### src/hdl/mcd_pkg.sv
package mcd_pkg;

    typedef struct packed {
        logic [7:0] data_byte;
        logic       stream_end;
    } t_in;

    typedef struct packed {
        logic [1:0]  kind;
        logic [1:0]  error_code;
        logic [31:0] chunk_magic;
        logic [31:0] payload_length;
        logic [15:0] pad_length;
        logic [7:0]  channel_number;
        logic [7:0]  payload_type;
        logic [31:0] frm_time;
        logic [31:0] frm_rate;
        logic [7:0]  out_byte;
        logic        last_of_chunk;
    } t_out;

    typedef enum logic [2:0] {
        PH_CHUNK,
        PH_PHDR,
        PH_DATA,
        PH_PAD,
        PH_SKIP
    } t_phase;

    localparam logic [1:0] KIND_HEADER = 2'd0;
    localparam logic [1:0] KIND_DATA   = 2'd1;
    localparam logic [1:0] KIND_ERROR  = 2'd2;

    localparam logic [1:0] ERR_SHORT   = 2'd0;
    localparam logic [1:0] ERR_PAD     = 2'd1;
    localparam logic [1:0] ERR_END     = 2'd2;

    localparam logic [7:0] CFG_FILTER_ON   = 8'd0;
    localparam logic [7:0] CFG_WANTED_TYPE = 8'd1;

    localparam logic [2:0]  HDR_LAST    = 3'd7;
    localparam logic [31:0] MIN_PAYLOAD = 32'd25;
    localparam logic [31:0] PAYLOAD_HDR = 32'd24;

    localparam logic [4:0] POS_PAD_HI   = 5'd2;
    localparam logic [4:0] POS_PAD_LO   = 5'd3;
    localparam logic [4:0] POS_CHANNEL  = 5'd4;
    localparam logic [4:0] POS_TYPE     = 5'd7;
    localparam logic [4:0] POS_TIME     = 5'd8;
    localparam logic [4:0] POS_RATE     = 5'd12;
    localparam logic [4:0] POS_RATE_END = 5'd16;
    localparam logic [4:0] POS_HDR_LAST = 5'd23;

endpackage

### src/hdl/media_chunk_deframer_core.sv
// media_chunk_deframer_core
// takes a chunked container stream one byte per transaction on the input
// channel (i_in_valid / o_in_stall / i_in_data) and gives header records,
// data bytes and error records on the output channel (o_out_valid /
// i_out_stall / o_out_data)
// a byte yields zero or one result; the result shows on the output in the cycle
// after its byte is accepted, held in a single output register
// throughput is one byte per cycle when not stalled, set by the single state
// update from the input byte into the chunk registers and the output register
// o_in_stall rises only while the output register holds a result and the
// receiver stalls; a taken result frees the register in the same cycle, so
// the next byte is accepted at once
// the configuration channel (i_cfg_valid / o_cfg_ready) is always ready;
// index 0 enables the type filter, index 1 sets the wanted payload type
// reset (i_rst_n low, synchronous) empties the output register, clears the
// filter settings and returns the parser to the start of a chunk header
module media_chunk_deframer_core
    import mcd_pkg::*;
(
    input  logic       i_clk,
    input  logic       i_rst_n,
    input  logic       i_in_valid,
    output logic       o_in_stall,
    input  t_in        i_in_data,
    output logic       o_out_valid,
    input  logic       i_out_stall,
    output t_out       o_out_data,
    input  logic       i_cfg_valid,
    output logic       o_cfg_ready,
    input  logic [7:0] i_cfg_index,
    input  logic [7:0] i_cfg_data
);

    t_phase      r_phase, n_phase;
    logic [31:0] r_pos, n_pos;
    logic [31:0] r_magic, n_magic;
    logic [31:0] r_size, n_size;
    logic [15:0] r_pad, n_pad;
    logic [7:0]  r_channel, n_channel;
    logic [7:0]  r_type, n_type;
    logic [31:0] r_time, n_time;
    logic [31:0] r_rate, n_rate;
    logic [31:0] r_dend, n_dend;
    logic        r_filter_on;
    logic [7:0]  r_wanted_type;
    logic        r_out_valid;
    t_out        r_out;

    logic        accept;
    logic        emit;
    logic [1:0]  e_kind;
    logic [1:0]  e_code;
    logic [7:0]  e_byte;
    logic        e_last;
    logic [31:0] pos_inc;
    logic        complete;
    logic [4:0]  p;
    logic [15:0] pad_new;
    logic        data_last;
    logic [7:0]  b;
    logic        s_end;

    assign o_cfg_ready = 1'b1;
    assign o_in_stall  = r_out_valid & i_out_stall;
    assign accept      = i_in_valid & ~o_in_stall;
    assign o_out_valid = r_out_valid;
    assign o_out_data  = r_out;

    assign b        = i_in_data.data_byte;
    assign s_end    = i_in_data.stream_end;
    assign pos_inc  = r_pos + 32'd1;
    assign complete = (pos_inc == r_size);
    assign p        = r_pos[4:0];
    assign pad_new  = {r_pad[7:0], b};
    assign data_last = (pos_inc == r_dend);

    always_comb begin
        n_phase   = r_phase;
        n_pos     = r_pos;
        n_magic   = r_magic;
        n_size    = r_size;
        n_pad     = r_pad;
        n_channel = r_channel;
        n_type    = r_type;
        n_time    = r_time;
        n_rate    = r_rate;
        n_dend    = r_dend;
        emit      = 1'b0;
        e_kind    = KIND_HEADER;
        e_code    = ERR_SHORT;
        e_byte    = 8'd0;
        e_last    = 1'b0;
        unique case (r_phase)
            PH_CHUNK: begin
                if (r_pos[2:0] == 3'd0) begin
                    n_magic   = {24'd0, b};
                    n_size    = 32'd0;
                    n_pad     = 16'd0;
                    n_channel = 8'd0;
                    n_type    = 8'd0;
                    n_time    = 32'd0;
                    n_rate    = 32'd0;
                end else if (!r_pos[2]) begin
                    n_magic = {r_magic[23:0], b};
                end else begin
                    n_size = {r_size[23:0], b};
                end
                if (r_pos[2:0] != HDR_LAST) begin
                    n_pos = s_end ? 32'd0 : {29'd0, pos_inc[2:0]};
                end else begin
                    n_pos = 32'd0;
                    priority if (n_size == 32'd0) begin
                        emit   = 1'b1;
                        e_kind = KIND_ERROR;
                        e_code = ERR_SHORT;
                    end else if (s_end) begin
                        emit   = 1'b1;
                        e_kind = KIND_ERROR;
                        e_code = ERR_END;
                    end else if (n_size < MIN_PAYLOAD) begin
                        n_phase = PH_SKIP;
                        emit    = 1'b1;
                        e_kind  = KIND_ERROR;
                        e_code  = ERR_SHORT;
                    end else begin
                        n_phase = PH_PHDR;
                    end
                end
            end
            PH_PHDR, PH_DATA, PH_PAD, PH_SKIP: begin
                n_pos = pos_inc;
                if (s_end && !complete) begin
                    n_phase = PH_CHUNK;
                    n_pos   = 32'd0;
                    if (r_phase != PH_SKIP) begin
                        emit   = 1'b1;
                        e_kind = KIND_ERROR;
                        e_code = ERR_END;
                    end
                end else begin
                    if (r_phase == PH_PHDR) begin
                        priority if (p == POS_PAD_HI || p == POS_PAD_LO) begin
                            n_pad = pad_new;
                        end else if (p == POS_CHANNEL) begin
                            n_channel = b;
                        end else if (p == POS_TYPE) begin
                            n_type = b;
                        end else if (p >= POS_TIME && p < POS_RATE) begin
                            n_time = {r_time[23:0], b};
                        end else if (p >= POS_RATE && p < POS_RATE_END) begin
                            n_rate = {r_rate[23:0], b};
                        end else begin
                            n_pad = r_pad;
                        end
                        if (p == POS_PAD_LO) begin
                            n_dend = r_size - {16'd0, pad_new};
                            if ({16'd0, pad_new} > r_size - PAYLOAD_HDR) begin
                                n_phase = PH_SKIP;
                                emit    = 1'b1;
                                e_kind  = KIND_ERROR;
                                e_code  = ERR_PAD;
                            end
                        end else if (p == POS_HDR_LAST) begin
                            emit    = 1'b1;
                            e_kind  = KIND_HEADER;
                            e_last  = (r_dend == PAYLOAD_HDR);
                            n_phase = (r_dend == PAYLOAD_HDR) ? PH_PAD : PH_DATA;
                        end
                    end else if (r_phase == PH_DATA) begin
                        if (!r_filter_on || r_type == r_wanted_type) begin
                            emit   = 1'b1;
                            e_kind = KIND_DATA;
                            e_byte = b;
                            e_last = data_last;
                        end
                        if (data_last) begin
                            n_phase = PH_PAD;
                        end
                    end
                    if (complete || s_end) begin
                        n_phase = PH_CHUNK;
                        n_pos   = 32'd0;
                    end
                end
            end
            default: begin
                n_phase = PH_CHUNK;
                n_pos   = 32'd0;
            end
        endcase
    end

    always_ff @(posedge i_clk) begin
        if (!i_rst_n) begin
            r_phase       <= PH_CHUNK;
            r_pos         <= 32'd0;
            r_out_valid   <= 1'b0;
            r_filter_on   <= 1'b0;
            r_wanted_type <= 8'd0;
        end else begin
            if (accept) begin
                r_phase <= n_phase;
                r_pos   <= n_pos;
            end
            if (accept && emit) begin
                r_out_valid <= 1'b1;
            end else if (!i_out_stall) begin
                r_out_valid <= 1'b0;
            end
            if (i_cfg_valid && o_cfg_ready) begin
                if (i_cfg_index == CFG_FILTER_ON) begin
                    r_filter_on <= i_cfg_data[0];
                end else if (i_cfg_index == CFG_WANTED_TYPE) begin
                    r_wanted_type <= i_cfg_data;
                end
            end
        end
    end

    always_ff @(posedge i_clk) begin
        if (accept) begin
            r_magic   <= n_magic;
            r_size    <= n_size;
            r_pad     <= n_pad;
            r_channel <= n_channel;
            r_type    <= n_type;
            r_time    <= n_time;
            r_rate    <= n_rate;
            r_dend    <= n_dend;
        end
        if (accept && emit) begin
            r_out.kind           <= e_kind;
            r_out.error_code     <= e_code;
            r_out.chunk_magic    <= n_magic;
            r_out.payload_length <= n_size;
            r_out.pad_length     <= n_pad;
            r_out.channel_number <= n_channel;
            r_out.payload_type   <= n_type;
            r_out.frm_time       <= n_time;
            r_out.frm_rate       <= n_rate;
            r_out.out_byte       <= e_byte;
            r_out.last_of_chunk  <= e_last;
        end
    end

    a_stall_needs_result: assert property (@(posedge i_clk) disable iff (!i_rst_n)
        o_in_stall |-> r_out_valid)
        else $error("input stalled with empty output register");

    a_end_resyncs: assert property (@(posedge i_clk) disable iff (!i_rst_n)
        accept && s_end |=> r_phase == PH_CHUNK && r_pos == 32'd0)
        else $error("stream end did not return to chunk header");

    a_chunk_pos_range: assert property (@(posedge i_clk) disable iff (!i_rst_n)
        r_phase == PH_CHUNK |-> r_pos < 32'd8)
        else $error("chunk header position out of range");

    a_error_fields: assert property (@(posedge i_clk) disable iff (!i_rst_n)
        r_out_valid && r_out.kind == KIND_ERROR |->
            !r_out.last_of_chunk && r_out.out_byte == 8'd0)
        else $error("error record carries data fields");

    a_data_before_end: assert property (@(posedge i_clk) disable iff (!i_rst_n)
        r_phase == PH_DATA |-> r_pos < r_dend && r_dend <= r_size)
        else $error("data phase past data end");

endmodule
### config.mk
export PLATFORM = sky130hd
export DESIGN_NAME = media_chunk_deframer_core
export DESIGN_NICKNAME = d
export VERILOG_FILES = /design/src/hdl/mcd_pkg.sv /design/src/hdl/media_chunk_deframer_core.sv
export SDC_FILE = /design/constraint.sdc
export NUM_CORES = 1
export LEC_CHECK = 0
export BUFFER_PORTS_ARGS = -buffer_cell sky130_fd_sc_hd__buf_2
export CORE_UTILIZATION = 55
export DETAILED_ROUTE_END_ITERATION = 8
export PLACE_DENSITY = 0.75
export SLEW_MARGIN = 25
export SYNTH_ARGS = -nofsm -noshare
export SYNTH_HDL_FRONTEND = slang
export SYNTH_SLANG_ARGS = --single-unit
### constraint.sdc
create_clock -name i_clk -period 12.6 [get_ports i_clk]
set_clock_uncertainty 0.2 [all_clocks]
set_input_delay 1.26 -clock i_clk [delete_from_list [all_inputs] [get_ports i_clk]]
set_output_delay 1.26 -clock i_clk [all_outputs]
set_load 0.03 [all_outputs]
# After elaboration in Yosys (flattened, before gate mapping)
# Cells that the tools add are included.
# op_classes
add_sub_neg	3
magnitude_cmp	6
n_eq_ne	24
muxes	101
bitwise_logic	8
n_reduce_logical	20
# op_table
operator	n
$mux 32	24
$pmux 32 s2	3
$mux 8	11
$eq 32x32->1	2
$mux 16	4
$mux 3	14
$add 32x1->32 const B	1
$eq 32x5->1 const B	1
$gt 16x32->1	1
$logic_not 32->1	1
$lt 32x5->1 const B	1
$pmux 16 s2	1
$pmux 8 s2	2
$sub 32x16->32	1
$sub 32x5->32 const B	1
$mux 2	13
$mux 1	25
$ne 6x6->1 const B	2
$eq 5x2->1 const B	2
$eq 5x3->1 const B	2
$ge 5x4->1 const B	2
$ne 5x5->1 const B	2
$eq 8x1->1 const B	1
$eq 8x8->1	1
other kinds (26)	44
# word_totals
regBits	410
inputBits	30
out_inout_bits	176
word_cells	186

# Longest topological paths before layout
# logic_depth
word_depth	11
ltp_mapped	17
ltp_nobuf	17

# Least setup slack after synthesis
# OpenSTA, ideal clock, no wires.
# synth_path
kind	reg-to-reg
from	register r_size[8]
to	register r_out, in the netlist o_out_data[0], enable pin
arrival_time_ns	10.345
setup_slack_ns	1.346
stages_incl_launch_ff	16
n_path_buf	1
synth_period_minus_slack_ns	11.254
path_cell_list	edfxtp_1 clkbuf_1 nor4_1 nand2_1 or4_1 xor2_1 ha_1 nand4_1 nor4_1 nand2_1 o211ai_1 a41oi_1 o21ai_0 o21a_1 nor2_1 nor2_1
# synth_via
elab_chain_len	10
# synth_lines
element	line_no	text
start: declaration	media_chunk_deframer_core.sv:37	logic [31:0] r_size, n_size;
start signal: assignment	media_chunk_deframer_core.sv:223	r_size <= n_size;
parallel branches: the longest is 8 deep, another holds $sub 32x5->32	-	
$pmux 1 s2 (*)	media_chunk_deframer_core.sv:93	unique case (r_phase)
$logic_and 1x1->1 (*)	media_chunk_deframer_core.sv:231	if (accept && emit) begin
end: declaration	media_chunk_deframer_core.sv:47	t_out r_out;
# Every way passes the cells marked *. The select of a mux whose other input is x is not followed.
# A chain may end at the register's enable or synchronous reset.

# Worst setup path in the final report
# layout_path
from	register r_size[7]
to	register r_out, in the netlist o_out_data[134], enable pin
# Same word-level chain as after synthesis.

==> run metrics <==
wire per inst 24.72 µm; EDFF count, synth 365; P per Cell Area 132.3 mW/mm²; Die ar. 0.03666 mm²; leakage 8.177 nW; register area share after synthesis 60.08%; final core utilization 63.17%; Routed WL 56400 µm; min cycle time layout 6255 ps; Rows 69; most used cell, CP nand4_1; HP Class reg2reg; Initial DRT Pass Iterations 6; top cell type by total area after synthesis edfxtp_1; status finished, final reports clean; Die X 191.5 µm; Post-synth ARST share 0%; final setup TNS 0 ps; vias in the first global route 13710; Worst path depth 17; fmax 159.9 MHz; startpoint types register; routability cong. 0.9902; Reg clk slew, reported paths 60 ps; post-route clock period utilization 49.64%; reg2reg path depth 17; TritonCTS Buffers 41; Hold Vio Cnt, Final 0; Max-slew headroom 31.84%; Post-CTS Hold Fix Bufs 0; final setup vio count 0; Core Area 0.03548 mm²; Total GRT Usage 30.52%; Gate Count Post-Synth 1647; vias per cell 6.401; top cells by area, synth edfxtp_1 (56%), a22o_1 (5.7%), dfxtp_1 (4.6%), xnor2_1 (3.2%), nand2_1 (2.5%); initial antenna violation count 0; largest net degree at the start of global routing 174; H-tree depth 2; Max VDD drop 0.1129 mV; Pwr Total 2.966 mW; flops & latches, synth 410; design area 0.02242 mm²; # Max-Cap Violations 0; first-pass GRT wire length 83970 µm; GRT overflow 0; Post-CTS Setup Bufs 0; CP Cell Sequence nor4_1, nand2_1, or4_1, xor2_1, ha_1, nand4_1, nor4_1, nand4_1, nand4_1, nor3_1, a41oi_1, o21ai_0, o21a_1, nor2_1, nor2_4, buf_12, buf_16; post-CTS sizing 0; DRC viols 0; Worst-Skew Late Latency 560 ps; Post-Syn Nets 1715; number of fill cells 2702; Critical Path Max Stage Delay 650 ps; commonest non-fill, non-tap cell in the layout edfxtp_1; Placed Area 0.02101 mm²; area grow syn2layout 13.53%; syn_area_per_cell 11.99 µm²; clk buf depth 3; initial core utilization 55.64%; Synth cell types 79; cell area after synthesis 0.01974 mm²; IO Pins 206; antenna-violating nets left 0; Die Y 191.5 µm; Slowest cell on crit path edfxtp_1; Setup CP Type reg2reg; Slew Limit Fails 0; worst-path fanout max 126; Worst Tran Pin Value 1021 ps; Yosys top cell area share 55.51%; crit path from r_size[7]; synth warn 0; clk sinks 410; WP buf/inv 2; port buffer count 204; R2R setup slack 6350 ps; family with the most delay on the worst path simple AND/OR/NAND/NOR gates; Most used DFF post-synth edfxtp_1; via count 14600; CP arrival 6220 ps; CTS root buffer clkbuf_16; layout cells sized above 1 17.59%; RR Startpoint r_size[7]; most frequent cells in the layout edfxtp_1 (365), buf_2 (204), nand2_1 (130), a22o_1 (128), nor2_1 (91); TritonCTS clock tree yes; CP endpoint o_out_data[134]; hpwl dp 38150 µm; reg-to-reg critical path endpoint o_out_data[134]; Worst setup EP type register; # nets final 1856; unrepaired setup endpoints after global routing false; worst endpoint required time 12560 ps; DRT iter0 DRCs 1508
==> area by class of cell <==
cell class | instances | area [µm²] | share of cell area (%)
flip-flops and latches | 410 | 11860 | 52.92
multi-input cells | 1066 | 7238 | 32.29
repair buffers | 221 | 1181 | 5.269
clock buffers | 51 | 1106 | 4.934
well taps | 461 | 576.8 | 2.573
clock inverters | 23 | 264.0 | 1.178
inverters | 48 | 185.2 | 0.8261
diodes | 1 | 2.502 | 0.01116
==> cell families (layout without fill, tap and decap cells) <==
logic type | after synthesis | after routing | synth area share (%)
AOI/OAI and AO/OA | 350 | 350 | 13.04
xor gates and xnor gates | 117 | 117 | 5.260
adders and majority gates | 38 | 38 | 2.446
buffers and inverters | 171 | 343 | 3.447
DFF | 410 | 410 | 60.08
muxes | 16 | 16 | 0.8428
other | 1 | 2 | 0.01899
and+or+nand+nor | 544 | 544 | 14.87
==> routing by layer <==
metal | vias to the layer above | wire (µm) | global-route usage [%]
li1 | 6547 | - | -
met1 | 7252 | 24590 | 45.63
met2 | 728 | 25750 | 45.50
met3 | 74 | 5053 | 6.242
met4 | 0 | 1009 | 7.387
met5 | - | 0 | 0
==> power by group <==
group          switching [mW]  leakage, nW  internal (mW)
logic                   0.109         3.62         0.0634
registers              0.0382         3.90           1.51
clock network           0.513        0.664          0.729
==> stage by stage <==
step / hold WS [ps] / instances / worst slack, ps
3_5_place_dp: 312.9 / 2205 / 6612
3_3_place_gp: 272.7 / 2205 / 6687
4_1_cts: 336.1 / 2279 / 6578
2_1_floorplan: 253.5 / 1647 / 1346
6_report: 333.0 / 2281 / 6345
5_1_grt: 359.0 / 2280 / 6096
==> synthesized netlist by cell type (all sizes together), types with 8 or more instances <==
library cell and count:
edfxtp 365, nand2 131, a22o 128, nor2 96
clkbuf 91, xnor2 73, o21ai 70, nor3 61
nand3 52, a21oi 50, inv 48, dfxtp 45
xor2 43, nor4 42, ha 37, nand4 34
buf 32, nand3b 29, nand2b 17, or3 14
nor2b 13, mux2i 11, a2111oi 9, a21o 9
o41ai 9, nor3b 8, o31ai 8, or4 8
==> worst reg2reg max path, delay by kind of cell, from the launching register on <==
family	cells	cell delay, ps
simple gates	10	3010
flops	1	650
xor+xnor	1	170
compound gates	3	810
fa+ha+maj	1	350
buf+inv	2	520
==> how the worst min path moves through the flow <==
stage / start / endpoint / slack [ps] / cells after the start
2_1_floorplan: r_filter_on / r_filter_on / 250 / 2
3_3_place_gp: r_filter_on / r_filter_on / 270 / 2
3_5_place_dp: r_wanted_type[0] / r_wanted_type[0] / 310 / 2
4_1_cts: r_wanted_type[1] / r_wanted_type[1] / 340 / 2
5_1_grt: r_wanted_type[2] / r_wanted_type[2] / 360 / 2
6_report: r_wanted_type[2] / r_wanted_type[2] / 330 / 2
==> flip-flops by register name, indices dropped and copies added, names as in the netlist <==
| register | cells |
|---|---|
| o_out_valid | 1 |
| r_rate | 32 |
| r_phase | 3 |
| r_type | 8 |
| r_pad | 16 |
| r_time | 32 |
| r_channel | 8 |
| r_wanted_type | 8 |
| o_out_data | 173 |
| r_dend | 32 |
| r_pos | 32 |
| r_size | 32 |
| r_magic | 32 |
| r_filter_on | 1 |
Note: power is estimated with default switching activity, not from simulation.
